[src/sv/wrp_pkg.sv]
// Shared types and constants of the RIFF/WAVE stream parser.
`timescale 1ns / 1ps
`default_nettype none
package wrp_pkg;
    localparam logic [31:0] TAG_RIFF = 32'h46464952;
    localparam logic [31:0] TAG_WAVE = 32'h45564157;
    localparam logic [31:0] TAG_FMT  = 32'h20746D66;
    localparam logic [31:0] TAG_DATA = 32'h61746164;
    localparam logic [31:0] TAG_SMPL = 32'h6C706D73;
    localparam logic [7:0]  SAMPLE_BIAS = 8'd128;
    localparam logic [31:0] FMT_BODY_SIZE = 32'd16;
    localparam logic [31:0] SMPL_MIN_BODY = 32'd60;

    localparam logic [4:0] ST_OK        = 5'd0;
    localparam logic [4:0] ST_SMALL     = 5'd1;
    localparam logic [4:0] ST_NO_RIFF   = 5'd2;
    localparam logic [4:0] ST_SIZE      = 5'd3;
    localparam logic [4:0] ST_NO_WAVE   = 5'd4;
    localparam logic [4:0] ST_FMT_SIZE  = 5'd5;
    localparam logic [4:0] ST_NOT_PCM   = 5'd6;
    localparam logic [4:0] ST_NOT_MONO  = 5'd7;
    localparam logic [4:0] ST_BYTE_RATE = 5'd8;
    localparam logic [4:0] ST_ALIGN     = 5'd9;
    localparam logic [4:0] ST_DATA_EARLY = 5'd10;
    localparam logic [4:0] ST_SMPL_EARLY = 5'd11;
    localparam logic [4:0] ST_LOOP_CNT  = 5'd12;
    localparam logic [4:0] ST_LOOP_TYPE = 5'd13;
    localparam logic [4:0] ST_PLAY_CNT  = 5'd14;
    localparam logic [4:0] ST_NO_DATA   = 5'd15;
    localparam logic [4:0] ST_DEPTH     = 5'd16;
    localparam logic [4:0] ST_TRUNC     = 5'd17;

    // One result item as handed from the parser core to the output stage.
    typedef struct packed {
        logic        kind;
        logic [7:0]  sample;
        logic [4:0]  status;
        logic [31:0] rate;
        logic [15:0] depth;
        logic [31:0] loop_start;
        logic [31:0] loop_length;
        logic [31:0] sample_count;
    } result_t;

    localparam int RESULT_W = $bits(result_t);
endpackage
`default_nettype wire

[src/sv/wrp_out_fifo.sv]
// Small result queue: takes up to two results a cycle, hands out one.
`timescale 1ns / 1ps
`default_nettype none
module wrp_out_fifo
(
    input  wire logic             clk,
    input  wire logic             rst_n,
    input  wire logic             a_valid,
    input  wire wrp_pkg::result_t a_res,
    input  wire logic             b_valid,
    input  wire wrp_pkg::result_t b_res,
    output      logic             room,      // space for two more results
    output      logic             out_valid,
    input  wire logic             out_ready,
    output      wrp_pkg::result_t out_res
);
    wrp_pkg::result_t mem_reg [4];
    logic [1:0] wp_reg, rp_reg;
    logic [2:0] cnt_reg;
    logic       pop;
    logic [1:0] nin;
    logic [1:0] wp_b;

    assign pop = out_valid && out_ready;
    assign nin = {1'b0, a_valid} + {1'b0, b_valid};
    assign room = (cnt_reg <= 3'd2);
    assign out_valid = (cnt_reg != '0);
    assign out_res = mem_reg[rp_reg];
    assign wp_b = a_valid ? wp_reg + 2'd1 : wp_reg;

    always_ff @(posedge clk)
    begin
        if (a_valid)
            mem_reg[wp_reg] <= a_res;
        if (b_valid)
            mem_reg[wp_b] <= b_res;
    end

    always_ff @(posedge clk or negedge rst_n)
    begin
        if (!rst_n)
        begin
            wp_reg <= '0; rp_reg <= '0; cnt_reg <= '0;
        end
        else
        begin
            wp_reg <= wp_reg + nin;
            if (pop)
                rp_reg <= rp_reg + 2'd1;
            cnt_reg <= cnt_reg + {1'b0, nin} - {2'b0, pop};
        end
    end
endmodule
`default_nettype wire

[config.mk]
export PLATFORM = sky130hd
export DESIGN_NAME = wrp_out_fifo
export DESIGN_NICKNAME = d
export VERILOG_FILES = /design/src/sv/wrp_pkg.sv /design/src/sv/wrp_out_fifo.sv
export SDC_FILE = /design/constraint.sdc
export NUM_CORES = 1
export LEC_CHECK = 0
export BUFFER_PORTS_ARGS = -buffer_cell sky130_fd_sc_hd__buf_2
export CAP_MARGIN = 10
export CORE_MARGIN = 5
export CORE_UTILIZATION = 35
export DETAILED_ROUTE_END_ITERATION = 16
export HOLD_SLACK_MARGIN = 0.06
export SLEW_MARGIN = 20
export SYNTH_ARGS = -nofsm -noshare
export SYNTH_HDL_FRONTEND = slang
export SYNTH_SLANG_ARGS = --single-unit
[constraint.sdc]
create_clock -name clk -period 7.45 [get_ports clk]
set_input_delay 0 -clock clk [delete_from_list [all_inputs] [get_ports clk]]
set_output_delay 0 -clock clk [all_outputs]
set_load 0.01 [all_outputs]
==> key figures <==
Yosys
  • Flops & latches, synth: 639
  • Top-count cell post-synth: edfxtp_1
  • Post-synthesis async set-or-reset flop share: 1.10%
  • Post-synth top cells: edfxtp_1 (632), mux2_1 (319), mux2_2 (313)
  • Avg Inst Size Synth: 19.6 µm²
  • Area contributors post-synth: edfxtp_1 (61%), mux2_1 (12%), mux4_2 (11%)
  • Synth Net Count: 1911
  • Register area share after synthesis: 61.8%
  • Number of flops mapped to enable cells by yosys: 632
  • Synth Instances: 1580
  • Area share of the largest cell type after synthesis: 61.3%
  • Warnings from Yosys: 0
  • Unique masters post-synth: 29
  • Dominant cell type by area after synthesis: edfxtp_1
  • Top FF cell, synth: edfxtp_1
  • Mapped cell area: 31000 µm²

Finish
  • Fillers: 7610
  • Ratio of cells with drive above 1 in the final layout: 42.0%
  • Largest register FFs: 632
  • Nets: 2863
  • Final instance area: 41500 µm²
  • P&R area growth vs syn: 34.0%

Floorplanning
  • Initial core utilization: 35.2%
  • IO Count: 481
  • Rows: 109
  • Die area: 94600 µm²
  • Core ar.: 88100 µm²
  • Die Span Y: 308 µm
  • Die Wd: 308 µm

Worst hold path
  • Hold/Removal Path Class: input pin to register
  • Worst Hold Path Cells: 4

Worst setup path
  • CP Class: register to register
  • R2R depth: 8
  • Max FO, Critical Path: 58
  • Startpoint types: register
  • Worst Setup End Kind: register
  • Critical Path AT: 4.74 ns
  • Req. time, crit path: 7.78 ns

Routing
  • Violation count after the first detailed-route iteration: 1057
  • DR DRC count: 0
  • WL/cell: 23.1 µm
  • Vias: 19000
  • Vias per cell: 5.04
  • Remaining antenna violation count after routing: 0
  • Routed Wire Length: 86700 µm
  • First-pass DRT Iterations: 5

Flow run
  • Maximum capacitance violations: 0

STA
  • Final Skew: 0.0304 ns
  • Slew headroom: 29.6%
  • Setup-failing EPs final: 0
  • Final WS setup: 3.04 ns
  • Final Slew Violations: 0
  • Hold Fails Final Rpt: 0
  • Worst-Margin Slew: 1.06 ns
  • RSZ-0062 raised after global routing: false
  • Hold WS: 0.186 ns
  • Setup_tns: 0 ns
  • Final critical-path required period: 4.41 ns
  • Fmax: 0.227 GHz
  • Final period utilization: 59.2%

Clock network
  • H-tree levels: 3
  • Post-cts sizing count: 0
  • Num Clock Sinks: 639
  • Clk slew on worst S/H paths: 0.06 ns
  • CTS tree: done
  • CTS root buf: clkbuf_16
  • Worst skew pair latency: 0.60 ns
  • TritonCTS Buffers: 76
  • Maximum root-to-sink buffer count: 3

GRT
  • Vias in the first global route: 21700
  • First-pass GRT wire length: 130000 µm
  • GRT Overall Usage: 17.9%
  • Total grt overflow: 0
  • Pin count of the biggest net entering global routing: 118
  • Initial antenna violation count: 12

Placed design
  • Number of port buffers: 480
  • Place WS: 3.59 ns
  • Gpl congestion: 0.728
  • HPWL after detailed placement: 48300 µm
  • Placed inst area: 34400 µm²

Power
  • Pwr Density: 382 nW/µm²
  • Max VDD drop: 0.470 mV
  • Leakage: 14.9 nW

Run status
  • Outcome: completed
power breakdown:
part | switching [mW] | leakage (nW) | internal, mW
logic | 3.40 | 7.76 | 2.84
clock network | 1.47 | 1.14 | 2.02
registers | 0.419 | 5.99 | 5.70
total | 5.30 | 14.9 | 10.6
placed cells by master (no fill, tap or decap), types with 2 or more instances in the layout:
master and count:
dlygate4sd3_1 479, mux4_2 158, dfrtp_4 2, clkinv_2 12, mux2_2 313, buf_2 480, nand2_4 2, a21o_4 2
diode_2 9, bufinv_16 2, clkinv_8 3, clkbuf_8 3, clkinv_1 9, clkbuf_1 20, inv_6 2, edfxtp_1 632
mux2_1 319, o31ai_4 2, buf_4 13, inv_1 7, clkbuf_16 78, xor2_1 2, xnor2_1 4, ha_1 9
nand2_1 4, dfrtp_1 5, o21ai_4 2, buf_12 8
routing by layer:
metal,GRT usage (%),vias to the layer above,share of wire (%)
li1,-,8463,-
met1,21.8,9819,41
met2,32.2,549,51
met3,4.00,117,6.1
met4,4.55,6,2.0
met5,0,-,0.045
stage by stage:
step / cells / power, mW / util, %
4_1_cts: 3750 / 16.1 / 47.1
5_1_grt: 3756 / 16.6 / 47.1
2_1_floorplan: 1580 / 10.0 / -
3_5_place_dp: 3140 / 12.2 / 39.0
6_report: 3759 / 15.9 / 47.1
3_3_place_gp: 3140 / 12.1 / 39.0
worst max-delay path, cell delays in order, from the launching register on:
cell           delay [ns]
dfrtp_1              0.58
inv_2                0.12
ha_1                 0.37
nand4b_1             0.16
o31ai_4              0.10
buf_4                0.86
buf_4                0.93
mux2_1               0.39
dlygate4sd3_1        0.56
timing repair:
action | in CTS | in global routing
hold buffers | 479 | 0
endpoints found under the hold margin | 643 | 0
buffers inserted | 0 | 0
path summary, 6_finish.rpt:
| path | from | to | slack, ns |
|---|---|---|---|
| worst max-delay path | wp_reg[0]$_DFF_PN0_ | mem_reg[3][83]$_DFFE_PP_ | 3.04 |
| min in group asynchronous | rst_n | cnt_reg[2]$_DFF_PN0_ | 0.39 |
| max in group asynchronous | rst_n | rp_reg[1]$_DFFE_PN0P_ | 6.74 |
| worst min-delay path | a_valid | wp_reg[1]$_DFF_PN0_ | 0.19 |
| worst min register to register | cnt_reg[2]$_DFF_PN0_ | cnt_reg[2]$_DFF_PN0_ | 0.53 |
| worst max register to register | wp_reg[0]$_DFF_PN0_ | mem_reg[3][83]$_DFFE_PP_ | 3.04 |
cell families (layout without fill, tap and decap cells):
group                    count (synthesis)  after routing  synth area share [%]
other                                    0              9                     0
flip-flops                             639            639                  61.8
XOR/XNOR                                 6              6                 0.170
adder cells (fa/ha/maj)                 10             10                 0.428
AO/OA/AOI/OAI                            8              8                 0.287
multiplexers                           790            790                  34.5
AND/OR/NAND/NOR                         13             13                 0.250
buffers and inverters                  114           1119                  2.58
final cells by class:
| cell class | count | area, µm² | share of cell area [%] |
|---|---|---|---|
| sequential | 639 | 19200 | 46.2 |
| multi-input combinational | 827 | 11100 | 26.7 |
| timing repair buffer | 980 | 7450 | 18.0 |
| clock buffer | 101 | 2070 | 4.98 |
| tap | 1165 | 1460 | 3.51 |
| clock inverter | 30 | 240 | 0.579 |
| inverter | 8 | 30.0 | 0.0723 |
| antenna | 9 | 22.5 | 0.0543 |
No activity file was read; power rests on OpenSTA's default activity.
